[config.mk]
export PLATFORM = sky130hd
export DESIGN_NAME = ratio_rise_spillover_detector
export DESIGN_NICKNAME = d
export VERILOG_FILES = /design/src/hdl/rrsd_pkg.sv /design/src/hdl/rrsd_serial_div.sv /design/src/hdl/rrsd_serial_mul.sv /design/src/hdl/ratio_rise_spillover_detector.sv
export VERILOG_INCLUDE_DIRS = /design/src /design/src/hdl
export SDC_FILE = /design/constraint.sdc
export NUM_CORES = 1
export LEC_CHECK = 0
export BUFFER_PORTS_ARGS = -buffer_cell sky130_fd_sc_hd__buf_4
export CAP_MARGIN = 20
export CORE_MARGIN = 4
export CORE_UTILIZATION = 35
export DETAILED_ROUTE_END_ITERATION = 8
export GPL_TIMING_DRIVEN = 0
export HOLD_SLACK_MARGIN = 0.05
export RECOVER_POWER = 50
export SYNTH_ARGS = -nofsm -noshare
export SYNTH_HDL_FRONTEND = slang
export SYNTH_SLANG_ARGS = --single-unit
[constraint.sdc]
create_clock -name aclk -period 6.68 [get_ports aclk]
set_clock_uncertainty 0.15 [all_clocks]
set_input_delay 2.004 -clock aclk [delete_from_list [all_inputs] [get_ports aclk]]
set_output_delay 2.004 -clock aclk [all_outputs]
set_load 0.01 [all_outputs]
[src/hdl/assert_macros.svh]
// assertion macros used by the top-level rtl file
`ifndef ASSERT_MACROS_SVH
`define ASSERT_MACROS_SVH

// same-cycle implication, checked on aclk outside reset
`define ASSERT_IMPL(lbl, ante, cons) \
    lbl: assert property (@(posedge aclk) disable iff (!aresetn) (ante) |-> (cons)) \
        else $error("assertion failed");

// next-cycle implication, checked on aclk outside reset
`define ASSERT_NEXT(lbl, ante, cons) \
    lbl: assert property (@(posedge aclk) disable iff (!aresetn) (ante) |=> (cons)) \
        else $error("assertion failed");

`endif

[src/hdl/rrsd_pkg.sv]
// types and constants of the ratio rise spillover detector
`timescale 1ns / 1ps
package rrsd_pkg;

    localparam int RATIO_W   = 32;
    localparam int LIMIT_W   = 40;
    localparam int MULT_W    = 8;
    localparam int HIT_W     = 8;
    localparam int PCT_W     = 7;
    localparam int FRAC_W    = 16;
    localparam int LEVEL_W   = 16;
    localparam int IN_DATA_W = 32;
    localparam int IN_USER_W = 3;
    localparam int OUT_W     = 80;
    localparam int CFG_W     = 8;
    localparam int CFG_A_W   = 2;

    localparam logic [RATIO_W-1:0] ONE_Q16   = 32'h0001_0000;
    localparam logic [RATIO_W-1:0] RATIO_MAX = 32'hFFFF_FFFF;
    localparam logic [PCT_W-1:0]   PCT_SCALE = 7'd100;
    localparam logic [HIT_W-1:0]   HIT_MAX   = 8'hFF;

    localparam logic [1:0] ACT_BASELINE = 2'd1;
    localparam logic [1:0] ACT_CHECK    = 2'd2;

    localparam logic [CFG_A_W-1:0] CFG_MONITOR = 2'd0;
    localparam logic [CFG_A_W-1:0] CFG_RISE    = 2'd1;
    localparam logic [CFG_A_W-1:0] CFG_THRESH  = 2'd2;

    localparam logic             MONITOR_RST = 1'b1;
    localparam logic [PCT_W-1:0] RISE_RST    = 7'd10;
    localparam logic [HIT_W-1:0] THRESH_RST  = 8'd3;

    typedef struct packed {
        logic busy;
        logic done;
    } unit_status_t;

endpackage

[src/hdl/rrsd_serial_div.sv]
// restoring divider, one quotient bit per cycle, dividend left aligned
`timescale 1ns / 1ps
module rrsd_serial_div
    import rrsd_pkg::*;
#(
    parameter int N_W   = 48,
    parameter int D_W   = 16,
    parameter int CNT_W = 6
) (
    input  logic             aclk,
    input  logic             aresetn,
    input  logic             start,
    input  logic [N_W-1:0]   dividend,
    input  logic [D_W-1:0]   divisor,
    input  logic [CNT_W-1:0] steps,
    output logic [N_W-1:0]   quotient,
    output unit_status_t     status
);

    logic             busy_reg;
    logic             done_reg;
    logic [CNT_W-1:0] cnt_reg;
    logic [N_W-1:0]   num_reg;
    logic [D_W-1:0]   den_reg;
    logic [D_W-1:0]   rem_reg;
    logic [N_W-1:0]   quot_reg;
    logic [D_W:0]     trial;
    logic [D_W:0]     diff;
    logic             fits;
    logic [D_W-1:0]   rem_next;

    always_comb begin
        trial    = {rem_reg, num_reg[N_W-1]};
        fits     = (trial >= {1'b0, den_reg});
        diff     = trial - {1'b0, den_reg};
        rem_next = fits ? diff[D_W-1:0] : trial[D_W-1:0];
    end

    always_ff @(posedge aclk) begin
        if (!aresetn) begin
            busy_reg <= 1'b0;
            done_reg <= 1'b0;
            cnt_reg  <= '0;
        end else begin
            done_reg <= 1'b0;
            if (start) begin
                busy_reg <= 1'b1;
                cnt_reg  <= steps;
            end else if (busy_reg) begin
                cnt_reg <= cnt_reg - 1'b1;
                if (cnt_reg == CNT_W'(1)) begin
                    busy_reg <= 1'b0;
                    done_reg <= 1'b1;
                end
            end
        end
    end

    always_ff @(posedge aclk) begin
        if (start) begin
            num_reg  <= dividend;
            den_reg  <= divisor;
            rem_reg  <= '0;
            quot_reg <= '0;
        end else if (busy_reg) begin
            num_reg  <= {num_reg[N_W-2:0], 1'b0};
            rem_reg  <= rem_next;
            quot_reg <= {quot_reg[N_W-2:0], fits};
        end
    end

    assign quotient    = quot_reg;
    assign status.busy = busy_reg;
    assign status.done = done_reg;

endmodule

[src/hdl/rrsd_serial_mul.sv]
// shift-add multiplier, one multiplicand bit per cycle, lsb first
`timescale 1ns / 1ps
module rrsd_serial_mul
    import rrsd_pkg::*;
(
    input  logic               aclk,
    input  logic               aresetn,
    input  logic               start,
    input  logic [RATIO_W-1:0] multiplicand,
    input  logic [MULT_W-1:0]  multiplier,
    output logic [LIMIT_W-1:0] product,
    output unit_status_t       status
);

    localparam int STEPS = RATIO_W;
    localparam int CNT_W = $clog2(STEPS + 1);

    logic               busy_reg;
    logic               done_reg;
    logic [CNT_W-1:0]   cnt_reg;
    logic [MULT_W-1:0]  mul_reg;
    logic [MULT_W-1:0]  hi_reg;
    logic [RATIO_W-1:0] lo_reg;
    logic [MULT_W:0]    part_sum;

    // add the multiplier under the next low bit, then shift one place right
    assign part_sum = {1'b0, hi_reg} + (lo_reg[0] ? {1'b0, mul_reg} : '0);

    always_ff @(posedge aclk) begin
        if (!aresetn) begin
            busy_reg <= 1'b0;
            done_reg <= 1'b0;
            cnt_reg  <= '0;
        end else begin
            done_reg <= 1'b0;
            if (start) begin
                busy_reg <= 1'b1;
                cnt_reg  <= CNT_W'(STEPS);
            end else if (busy_reg) begin
                cnt_reg <= cnt_reg - 1'b1;
                if (cnt_reg == CNT_W'(1)) begin
                    busy_reg <= 1'b0;
                    done_reg <= 1'b1;
                end
            end
        end
    end

    always_ff @(posedge aclk) begin
        if (start) begin
            mul_reg <= multiplier;
            hi_reg  <= '0;
            lo_reg  <= multiplicand;
        end else if (busy_reg) begin
            hi_reg <= part_sum[MULT_W:1];
            lo_reg <= {part_sum[0], lo_reg[RATIO_W-1:1]};
        end
    end

    assign product     = {hi_reg, lo_reg};
    assign status.busy = busy_reg;
    assign status.done = done_reg;

endmodule

[src/hdl/ratio_rise_spillover_detector.sv]
// top level of the ratio rise spillover detector
`timescale 1ns / 1ps
`include "assert_macros.svh"
// One word in, one word out. After a word is accepted, the red/green quotient
// comes out of the serial divider one bit per cycle; m_tvalid rises when that
// and any latch below are done and the output register is free, and s_tready
// returns at the same edge, so a new word is not taken before the last one has
// left the core. The first check-phase word while monitoring is on (once after
// reset) also latches the average and rise limit: the divider forms the average
// of the baseline ratios, the multiplier scales it by 100 plus the rise percent,
// and the divider then divides the product by 100. A new word is taken whenever
// the core is idle, even while the last result still waits on m_tready; that
// word then holds in the core until the output register frees. Configuration
// writes take effect at once.
module ratio_rise_spillover_detector
    import rrsd_pkg::*;
#(
    parameter int SENSOR_BITS = 16,
    parameter int COUNT_BITS  = 12
) (
    input  logic                 aclk,
    input  logic                 aresetn,
    input  logic                 cfg_wr_en,
    input  logic [CFG_A_W-1:0]   cfg_addr,
    input  logic [CFG_W-1:0]     cfg_wdata,
    input  logic                 s_tvalid,
    output logic                 s_tready,
    // red_level[15:0], green_level[31:16]
    input  logic [IN_DATA_W-1:0] s_tdata,
    // action[1:0], detector_calibrated[2]
    input  logic [IN_USER_W-1:0] s_tuser,
    output logic                 m_tvalid,
    input  logic                 m_tready,
    // ratio_value[31:0], baseline_average[63:32], hit_count[71:64],
    // spill_detected[72], alarm_pulse[73], zero fill above
    output logic [OUT_W-1:0]     m_tdata
);

    localparam int SENS_W = (SENSOR_BITS < LEVEL_W) ? SENSOR_BITS : LEVEL_W;
    localparam int RAT_W  = SENS_W + FRAC_W;
    localparam int SUM_W  = RATIO_W + COUNT_BITS;
    localparam int NUM_W  = (SUM_W > LIMIT_W) ? SUM_W : LIMIT_W;
    localparam int DEN_A  = (COUNT_BITS > SENS_W) ? COUNT_BITS : SENS_W;
    localparam int DEN_W  = (DEN_A > PCT_W) ? DEN_A : PCT_W;
    localparam int STEP_W = $clog2(NUM_W + 1);
    localparam logic [COUNT_BITS-1:0] COUNT_MAX = {COUNT_BITS{1'b1}};

    localparam logic [2:0] ST_IDLE  = 3'd0;
    localparam logic [2:0] ST_RATIO = 3'd1;
    localparam logic [2:0] ST_AVG   = 3'd2;
    localparam logic [2:0] ST_MUL   = 3'd3;
    localparam logic [2:0] ST_SCALE = 3'd4;
    localparam logic [2:0] ST_DONE  = 3'd5;

    logic [2:0]            state_reg, state_next;
    logic                  monitor_reg;
    logic [PCT_W-1:0]      rise_pct_reg;
    logic [HIT_W-1:0]      thresh_reg;
    logic [1:0]            act_reg;
    logic                  cal_reg;
    logic [SENS_W-1:0]     red_reg;
    logic [SENS_W-1:0]     green_reg;
    logic [RATIO_W-1:0]    ratio_reg, ratio_next;
    logic [SUM_W-1:0]      sum_reg, sum_next;
    logic [COUNT_BITS-1:0] count_reg, count_next;
    logic                  latched_reg, latched_next;
    logic [RATIO_W-1:0]    average_reg, average_next;
    logic [LIMIT_W-1:0]    limit_reg, limit_next;
    logic [HIT_W-1:0]      hits_reg, hits_next;
    logic                  detected_reg, detected_next;
    logic                  m_tvalid_reg, m_tvalid_next;
    logic [OUT_W-1:0]      m_tdata_reg, m_tdata_next;
    logic                  pulse;
    logic                  accept;
    logic                  out_free;
    logic                  need_latch;

    logic                  div_start;
    logic [NUM_W-1:0]      div_dividend;
    logic [DEN_W-1:0]      div_divisor;
    logic [STEP_W-1:0]     div_steps;
    logic [NUM_W-1:0]      div_quot;
    unit_status_t          div_stat;
    logic                  mul_start;
    logic [LIMIT_W-1:0]    mul_product;
    unit_status_t          mul_stat;

    assign s_tready   = (state_reg == ST_IDLE);
    assign accept     = s_tvalid && s_tready;
    assign out_free   = !m_tvalid_reg || m_tready;
    assign need_latch = monitor_reg && (act_reg == ACT_CHECK) && !latched_reg;

    rrsd_serial_div #(
        .N_W   (NUM_W),
        .D_W   (DEN_W),
        .CNT_W (STEP_W)
    ) u_div (
        .aclk     (aclk),
        .aresetn  (aresetn),
        .start    (div_start),
        .dividend (div_dividend),
        .divisor  (div_divisor),
        .steps    (div_steps),
        .quotient (div_quot),
        .status   (div_stat)
    );

    rrsd_serial_mul u_mul (
        .aclk         (aclk),
        .aresetn      (aresetn),
        .start        (mul_start),
        .multiplicand (average_reg),
        .multiplier   (MULT_W'(PCT_SCALE) + MULT_W'(rise_pct_reg)),
        .product      (mul_product),
        .status       (mul_stat)
    );

    always_comb begin
        state_next    = state_reg;
        ratio_next    = ratio_reg;
        sum_next      = sum_reg;
        count_next    = count_reg;
        latched_next  = latched_reg;
        average_next  = average_reg;
        limit_next    = limit_reg;
        hits_next     = hits_reg;
        detected_next = detected_reg;
        m_tvalid_next = m_tvalid_reg;
        m_tdata_next  = m_tdata_reg;
        pulse         = 1'b0;
        div_start     = 1'b0;
        div_dividend  = NUM_W'({s_tdata[SENS_W-1:0], {FRAC_W{1'b0}}}) << (NUM_W - RAT_W);
        div_divisor   = DEN_W'(s_tdata[LEVEL_W +: SENS_W]);
        div_steps     = STEP_W'(RAT_W);
        mul_start     = 1'b0;

        if (m_tvalid_reg && m_tready) begin
            m_tvalid_next = 1'b0;
        end

        case (state_reg)
            ST_IDLE: begin
                if (accept) begin
                    div_start  = 1'b1;
                    state_next = ST_RATIO;
                end
            end
            ST_RATIO: begin
                div_dividend = NUM_W'(sum_reg) << (NUM_W - SUM_W);
                div_divisor  = DEN_W'(count_reg);
                div_steps    = STEP_W'(SUM_W);
                if (div_stat.done) begin
                    if (green_reg == '0) begin
                        ratio_next = (red_reg == '0) ? ONE_Q16 : RATIO_MAX;
                    end else begin
                        ratio_next = div_quot[RATIO_W-1:0];
                    end
                    if (need_latch && (count_reg != '0)) begin
                        div_start  = 1'b1;
                        state_next = ST_AVG;
                    end else if (need_latch) begin
                        // no baseline samples: average and limit stay zero
                        average_next = '0;
                        limit_next   = '0;
                        latched_next = 1'b1;
                        state_next   = ST_DONE;
                    end else begin
                        state_next = ST_DONE;
                    end
                end
            end
            ST_AVG: begin
                if (div_stat.done) begin
                    average_next = div_quot[RATIO_W-1:0];
                    state_next   = ST_MUL;
                end
            end
            ST_MUL: begin
                div_dividend = NUM_W'(mul_product) << (NUM_W - LIMIT_W);
                div_divisor  = DEN_W'(PCT_SCALE);
                div_steps    = STEP_W'(LIMIT_W);
                if (!mul_stat.busy && !mul_stat.done) begin
                    mul_start = 1'b1;
                end else if (mul_stat.done) begin
                    div_start  = 1'b1;
                    state_next = ST_SCALE;
                end
            end
            ST_SCALE: begin
                if (div_stat.done) begin
                    limit_next   = div_quot[LIMIT_W-1:0];
                    latched_next = 1'b1;
                    state_next   = ST_DONE;
                end
            end
            ST_DONE: begin
                if (out_free) begin
                    if (monitor_reg && (act_reg == ACT_BASELINE) && (count_reg != COUNT_MAX)) begin
                        sum_next   = sum_reg + SUM_W'(ratio_reg);
                        count_next = count_reg + 1'b1;
                    end
                    if (monitor_reg && (act_reg == ACT_CHECK) && cal_reg) begin
                        if (LIMIT_W'(ratio_reg) >= limit_reg) begin
                            if (hits_reg != HIT_MAX) begin
                                hits_next = hits_reg + 1'b1;
                            end
                            if ((hits_next >= thresh_reg) && !detected_reg) begin
                                detected_next = 1'b1;
                                pulse         = 1'b1;
                            end
                        end else if (!detected_reg) begin
                            hits_next = '0;
                        end
                    end
                    m_tvalid_next = 1'b1;
                    m_tdata_next  = OUT_W'({pulse, detected_next, hits_next,
                                            average_reg, ratio_reg});
                    state_next    = ST_IDLE;
                end
            end
            default: begin
                state_next = ST_IDLE;
            end
        endcase
    end

    always_ff @(posedge aclk) begin
        if (!aresetn) begin
            state_reg    <= ST_IDLE;
            monitor_reg  <= MONITOR_RST;
            rise_pct_reg <= RISE_RST;
            thresh_reg   <= THRESH_RST;
            sum_reg      <= '0;
            count_reg    <= '0;
            latched_reg  <= 1'b0;
            average_reg  <= '0;
            limit_reg    <= '0;
            hits_reg     <= '0;
            detected_reg <= 1'b0;
            m_tvalid_reg <= 1'b0;
        end else begin
            state_reg    <= state_next;
            sum_reg      <= sum_next;
            count_reg    <= count_next;
            latched_reg  <= latched_next;
            average_reg  <= average_next;
            limit_reg    <= limit_next;
            hits_reg     <= hits_next;
            detected_reg <= detected_next;
            m_tvalid_reg <= m_tvalid_next;
            if (cfg_wr_en) begin
                case (cfg_addr)
                    CFG_MONITOR: monitor_reg  <= cfg_wdata[0];
                    CFG_RISE:    rise_pct_reg <= cfg_wdata[PCT_W-1:0];
                    CFG_THRESH:  thresh_reg   <= cfg_wdata[HIT_W-1:0];
                    default: begin
                    end
                endcase
            end
        end
    end

    always_ff @(posedge aclk) begin
        if (accept) begin
            act_reg   <= s_tuser[1:0];
            cal_reg   <= s_tuser[2];
            red_reg   <= s_tdata[SENS_W-1:0];
            green_reg <= s_tdata[LEVEL_W +: SENS_W];
        end
        ratio_reg   <= ratio_next;
        m_tdata_reg <= m_tdata_next;
    end

    assign m_tvalid = m_tvalid_reg;
    assign m_tdata  = m_tdata_reg;

    `ASSERT_IMPL(a_pulse_has_detect, m_tvalid && m_tdata[73], m_tdata[72])
    `ASSERT_NEXT(a_detect_sticky, detected_reg, detected_reg)
    `ASSERT_NEXT(a_latch_sticky, latched_reg, latched_reg)
    `ASSERT_IMPL(a_units_exclusive, div_stat.busy, !mul_stat.busy)
    `ASSERT_IMPL(a_idle_units_quiet, state_reg == ST_IDLE, !div_stat.busy && !mul_stat.busy)

endmodule
==> results of run 1 <==
worst max-delay path by stage:
stage                  start             to  cells after the start
floorplan           m_tready    sum_reg[43]                      9
global placement    m_tready  count_reg[11]                      9
detailed placement  m_tready    sum_reg[15]                      9
CTS                 m_tready    sum_reg[15]                      9
global route        m_tready    sum_reg[15]                      9
finish              m_tready    sum_reg[15]                      9
logic make-up after synthesis:
group,share of synthesized area [%]
buffers and inverters,5.06
AO/OA/AOI/OAI,15.3
AND/OR/NAND/NOR,11.9
flip-flops,53.8
adder cells (fa/ha/maj),6.10
other,0.0168
multiplexers,5.40
XOR/XNOR,2.39
layout by cell type, fill, tap and decap left out, types with 18 or more instances in the layout:
cell         n
nor2_1     209
xor2_1      25
nand4_1     25
edfxtp_1   241
mux2i_1     81
nor3_1      38
a222oi_1    24
inv_1      167
ha_1       104
a21o_1      34
a22o_1      20
clkbuf_16   54
a21oi_1    157
clkbuf_1   153
buf_4       74
o21ai_0     97
dfxtp_1    238
nand2_1    140
nor4_1      18
mux2_2      35
nand3_1     37
xnor2_1     36
a22oi_1     74
critical path: cells and delay by family:
family / cells / cell delay (ps)
AND/OR/NAND/NOR: 2 / 600
AO/OA/AOI/OAI: 3 / 960
buffers and inverters: 4 / 1920
through the flow:
stage                     total power, mW  worst slack (ps)  TNS, ps
after global placement               4.92             -1470   -57800
after global routing                 8.24              1320        0
after CTS                            7.94              1550        0
after detailed placement             4.97               945        0
after floorplan                      4.53              1250        0
final                                7.87              1530        0
cells in the mapped netlist, drive strengths merged, types with 11 or more instances:
library cell    n
a21o           34
inv           168
buf            25
clkbuf         85
nor3           39
a211oi         18
ha            104
mux2i          81
or3            11
a221oi         11
a21oi         157
xnor2          36
a22o           20
edfxtp        241
nor2          209
nand2         141
xor2           25
mux2           35
nor2b          12
nand4          25
and3           14
nand3          38
a222oi         24
a22oi          74
dfxtp         238
o21ai          99
and2           22
nand2b         16
nor4           18
per-layer routing:
layer  share of wire (%)  global-route usage, %  up-vias
met1                  44                   25.1     8479
met3                 5.8                   2.56      136
li1                    -                      -     8123
met5                   0                      0        -
met4                 3.6                   5.99        0
met2                  46                   30.1      542
power groups by stage:
stage / logic [mW] / registers, mW / clock network (mW)
CTS: 1.39 / 3.53 / 3.03
finish: 1.37 / 3.53 / 2.98
detailed placement: 1.38 / 3.59 / 0
global placement: 1.33 / 3.59 / 0
floorplan: 0.976 / 3.56 / 0
global route: 1.52 / 3.56 / 3.16
area by class of cell:
| cell class | count | area [um^2] | share of cell area, % |
|---|---|---|---|
| inverters | 169 | 637 | 2.45 |
| repair buffers | 131 | 802 | 3.09 |
| multi-input cells | 1383 | 9220 | 35.5 |
| well taps | 846 | 1060 | 4.08 |
| flip-flops and latches | 479 | 12000 | 46.2 |
| plain buffers | 111 | 480 | 1.85 |
| clock inverters | 25 | 293 | 1.13 |
| clock buffers | 73 | 1480 | 5.71 |
==> flow_metrics.env, run 1 <==
export IMPL_drc=0
export IMPL_status="complete, but fails checks"
export IMPL_report_final_slew_viol_count=96
export IMPL_stdcell_area_um2=26000
export IMPL_critPathMaxStageDelay_ps=660
export IMPL_grt_pass1_wl_um=97900
export IMPL_ys_flop_type="edfxtp_1"
export IMPL_synth_top_cells_by_area="edfxtp_1, dfxtp_1, ha_1, mux2i_1, a21oi_1"
export IMPL_synth_area_um2=22300
export IMPL_rsz0062_at_grt="no"
export IMPL_whs_path_depth=0
export IMPL_fill_cells=6159
export IMPL_power_clock_fraction_pct=37.8
export IMPL_drt_antenna_violating_nets=0
export IMPL_fp_coreArea_um2=63100
export IMPL_yosys_warnings=0
export IMPL_grt_max_degree=40
export IMPL_tightest_slew_ps=1970
export IMPL_vias_per_cell=5.37
export IMPL_grtUsageTotal_pct=18.3
export IMPL_utilization_pct=41.2
export IMPL_ys_async_sr_fraction_pct=0
export IMPL_reg2reg_from="state_reg[0]"
export IMPL_cp_max_fo=38
export IMPL_largest_register_ffs=74
export IMPL_drtPass1Iterations=9
export IMPL_ys_ff_latch=479
export IMPL_dp_hpwl_um=47100
export IMPL_die_area_um2=67900
export IMPL_port_buffers=125
export IMPL_violations="capacitance limit, slew limit"
export IMPL_maxCapViolCount=3
export IMPL_ctsHoldBuffers=0
export IMPL_drt_total_wl_um=63600
export IMPL_synth_top_area_cell="edfxtp_1"
export IMPL_die_width_um=260
export IMPL_crit_path_frequent_cell="clkbuf_1"
export IMPL_hold_start="rise_pct_reg[0]"
export IMPL_netSwitchingFraction_pct=28.0
export IMPL_grt_pass1_vias=16900
export IMPL_cts_resized=0
export IMPL_cts_sinks=479
export IMPL_fin_crit_ps=5150
export IMPL_place_inst=3119
export IMPL_crit_chain="clkbuf_4 -> nand2b_1 -> nand3_1 -> inv_4 -> o311a_1 -> clkbuf_1 -> clkbuf_1 -> o21ai_0 -> a21oi_1"
export IMPL_required_ps=7050
export IMPL_die_y_um=260
export IMPL_reg2reg_slack_ps=2590
export IMPL_postSynthCellCount=2137
export IMPL_leakage_nw=9.68
export IMPL_hold_ws_ps=281
export IMPL_power_switching_mw=2.21
export IMPL_critPathSlowestCell="clkbuf_1"
export IMPL_finalWeightedCongestion=0.921
export IMPL_drive_above_1_share_pct=9.95
export IMPL_clock_fmax_mhz=194
export IMPL_setup_viol=0
export IMPL_placed_area_um2=24500
export IMPL_vias=17300
export IMPL_path_class="primary input to flip-flop"
export IMPL_startpoint_type="primary input"
export IMPL_arrival_ps=5530
export IMPL_hold_path_end="u_mul.mul_reg[0]"
export IMPL_synth_top_area_share_pct=32.4
export IMPL_io_pins=132
export IMPL_rr_worst_depth=8
export IMPL_area_delta_synth_final_pct=16.4
export IMPL_grt_overflow_total=0
export IMPL_end_kind="flip-flop"
export IMPL_cts_max_path_buffers=3
export IMPL_post_cts_buffers=0
export IMPL_ys_types=80
export IMPL_synth_edf_count=241
export IMPL_post_route_period_util_pct=77.1
export IMPL_powerDensity_nw_per_um2=303
export IMPL_avgSynthCellArea_um2=10.4
export IMPL_finalNonFillerCells=3217
export IMPL_cts_max_level=2
export IMPL_drt_first_iter_violations=1556
export IMPL_finalHoldViolations=0
export IMPL_p_seq_share_pct=44.8
export IMPL_cts_clk_slew_worst_paths_ps=60
export IMPL_rows=92
export IMPL_numCtsBuffers=52
export IMPL_intPower_mw=5.67
export IMPL_antenna_found_initial=0
export IMPL_r2r_end="sum_reg[15]"
export IMPL_num_antenna_cells=0
export IMPL_cts_tree="yes"
export IMPL_ir_worst_vdd_uv=178
export IMPL_initial_core_util_pct=35.4
export IMPL_p_comb_share_pct=17.3
export IMPL_root_buffer="clkbuf_16"
export IMPL_ys_seq_area_share_pct=53.8
export IMPL_relSlewSlack_pct=-31.3
export IMPL_nets=2484
export IMPL_wl_per_cell_um=19.8
export IMPL_hold_class="flip-flop to flip-flop"
export IMPL_insertion_delay_ps=610
Note: power is estimated with default switching activity, not from simulation.
==> run 2, diff against run 1 <==
--- a/config.mk
+++ b/config.mk
@@ -6,6 +6,7 @@
 export SDC_FILE = /design/constraint.sdc
 export NUM_CORES = 1
 export LEC_CHECK = 0
+export ABC_AREA = 1
 export BUFFER_PORTS_ARGS = -buffer_cell sky130_fd_sc_hd__buf_4
 export CAP_MARGIN = 20
 export CORE_MARGIN = 4
==> constraint.sdc (replaced) <==
create_clock -name aclk -period 4.5 [get_ports aclk]
set_clock_uncertainty 0.15 [all_clocks]
set_input_delay 1.35 -clock aclk [delete_from_list [all_inputs] [get_ports aclk]]
set_output_delay 1.35 -clock aclk [all_outputs]
set_load 0.01 [all_outputs]
==> flow_metrics.env, run 2 <==
export IMPL_finalHoldViolations=0
export IMPL_dp_hpwl_um=52200
export IMPL_fin_crit_ps=3850
export IMPL_synth_top_area_cell="edfxtp_1"
export IMPL_cp_max_fo=63
export IMPL_grt_pass1_vias=18200
export IMPL_startpoint_type="primary input"
export IMPL_cts_max_path_buffers=3
export IMPL_ys_types=55
export IMPL_leakage_nw=10.7
export IMPL_cts_max_level=2
export IMPL_wl_per_cell_um=18.3
export IMPL_largest_register_ffs=74
export IMPL_utilization_pct=40.6
export IMPL_drt_antenna_violating_nets=0
export IMPL_wl_met2_um=31300
export IMPL_cts_resized=0
export IMPL_final_common_cell="nand2_1"
export IMPL_antenna_found_initial=1
export IMPL_place_inst=3656
export IMPL_avgSynthCellArea_um2=8.62
export IMPL_relSlewSlack_pct=-7.21
export IMPL_maxCapViolCount=1
export IMPL_placed_area_um2=25100
export IMPL_initial_core_util_pct=35.5
export IMPL_drc=0
export IMPL_die_width_um=264
export IMPL_regArea_um2=12000
export IMPL_grt_overflow_total=0
export IMPL_fill_cells=6706
export IMPL_finalNonFillerCells=3752
export IMPL_powerDensity_nw_per_um2=428
export IMPL_ys_seq_area_share_pct=52.2
export IMPL_hold_ws_ps=305
export IMPL_synthTopCellsByCount="nand2_1, inv_1, edfxtp_1"
export IMPL_numCtsBuffers=51
export IMPL_finalWeightedCongestion=0.971
export IMPL_required_ps=4560
export IMPL_rsz0062_at_grt="no"
export IMPL_synth_top_cells_by_area="edfxtp_1, dfxtp_1, nand2_1, inv_1, ha_1"
export IMPL_synth_top_area_share_pct=31.5
export IMPL_tightest_slew_ps=1610
export IMPL_drive_above_1_share_pct=5.84
export IMPL_multi_input_area_um2=9110
export IMPL_ctsHoldBuffers=0
export IMPL_arrival_ps=3910
export IMPL_mostFrequentLayoutCells="nand2_1, inv_1, edfxtp_1, dfxtp_1, nor2_1"
export IMPL_violations="capacitance limit, slew limit"
export IMPL_synth_most_common_cell="nand2_1"
export IMPL_setup_viol=0
export IMPL_cts_sinks=479
export IMPL_wl_met3_um=4450
export IMPL_stdcell_area_um2=26300
export IMPL_drt_total_wl_um=68700
export IMPL_grt_pass1_wl_um=106000
export IMPL_ys_async_sr_fraction_pct=0
export IMPL_ir_worst_vdd_uv=255
export IMPL_synth_edf_count=241
export IMPL_grt_max_degree=64
export IMPL_cts_clk_slew_worst_paths_ps=60
export IMPL_postSynthCellCount=2668
export IMPL_die_y_um=264
export IMPL_synth_area_um2=23000
export IMPL_drt_met1_wl_um=31000
export IMPL_dr_max_layer_used="met4"
export IMPL_ys_flop_type="edfxtp_1"
export IMPL_path_class="primary input to flip-flop"
export IMPL_port_buffers=124
export IMPL_drt_first_iter_violations=1487
export IMPL_drtPass1Iterations=5
export IMPL_die_area_um2=69800
export IMPL_ys_ff_latch=479
export IMPL_post_cts_buffers=0
export IMPL_clock_fmax_mhz=260
export IMPL_nets=3011
export IMPL_area_delta_synth_final_pct=14.3
export IMPL_report_final_slew_viol_count=38
export IMPL_end_kind="flip-flop"
export IMPL_root_buffer="clkbuf_16"
export IMPL_io_pins=132
export IMPL_insertion_delay_ps=590
export IMPL_grtUsageTotal_pct=19.3
export IMPL_cts_tree="yes"
export IMPL_rows=93
export IMPL_reg2reg_slack_ps=650
export IMPL_hold_class="flip-flop to flip-flop"
export IMPL_yosys_warnings=0
export IMPL_fp_coreArea_um2=64700
export IMPL_status="complete, but fails checks"
export IMPL_vias_per_cell=5.04
export IMPL_vias=18900
export IMPL_post_route_period_util_pct=85.5
## run 2: changes by cell type in the layout (fill, tap and decap cells not counted), sizes merged, moves of 29 or more
cell,change
a21oi,+32
buf,-29
inv,+198
mux2,-35
mux2i,-81
nand2,+457
nand3,+85
o21ai,+69
o22ai,+35
## run 2: critical path, cell delays in order
cell and delay (ps):
clkbuf_4 100, inv_1 30, nand2_1 130, nand2_1 240
inv_1 210, clkbuf_1 840, clkbuf_4 880
## run 2: worst paths after layout
kind / from / end / cells after the start
worst min register to register: rise_pct_reg[1] / u_mul.mul_reg[1] / 0
worst max register to register: state_reg[0] / u_div.num_reg[38] / 9
worst min-delay path: rise_pct_reg[1] / u_mul.mul_reg[1] / 0
worst max-delay path: m_tready / m_tdata[0] / 7
## run 2: cell families after synthesis
logic type               after synthesis  synth area share, %
AND/OR/NAND/NOR                     1030                 18.5
flip-flops                           479                 52.2
adder cells (fa/ha/maj)              107                 5.92
buffers and inverters                470                 8.12
XOR/XNOR                              45                 1.71
AO/OA/AOI/OAI                        536                 13.5
other                                  1               0.0163
## run 2: metrics by stage
stage          TNS [ps]  setup slack, ps  power, mW
2_1_floorplan         0              532       6.60
3_5_place_dp          0              269       7.33
6_report              0              651       11.2
5_1_grt               0              358       11.8
3_3_place_gp    -139750            -1430       7.29
4_1_cts               0              896       11.4
## run 2: routing by layer
layer	up-vias	global-route usage, %
met2	527	31.4
met1	8933	26.5
met4	0	5.54
met5	-	0
li1	9349	-
met3	92	3.26
## run 2: report_power, final
part	internal (mW)	switching [mW]	total, mW
clock	2.30	1.76	4.05
sequential	5.16	0.167	5.33
combinational	0.562	1.29	1.85
## run 2: cell type report
class                      count  area share [%]
antenna                        1         0.00953
sequential                   479            45.7
multi-input combinational   1724            34.7
tap                          855            4.07
inverter                     371            5.30
timing repair buffer         128            2.50
clock buffer                  66            5.15
buffer                        99            1.72
clock inverter                29           0.886
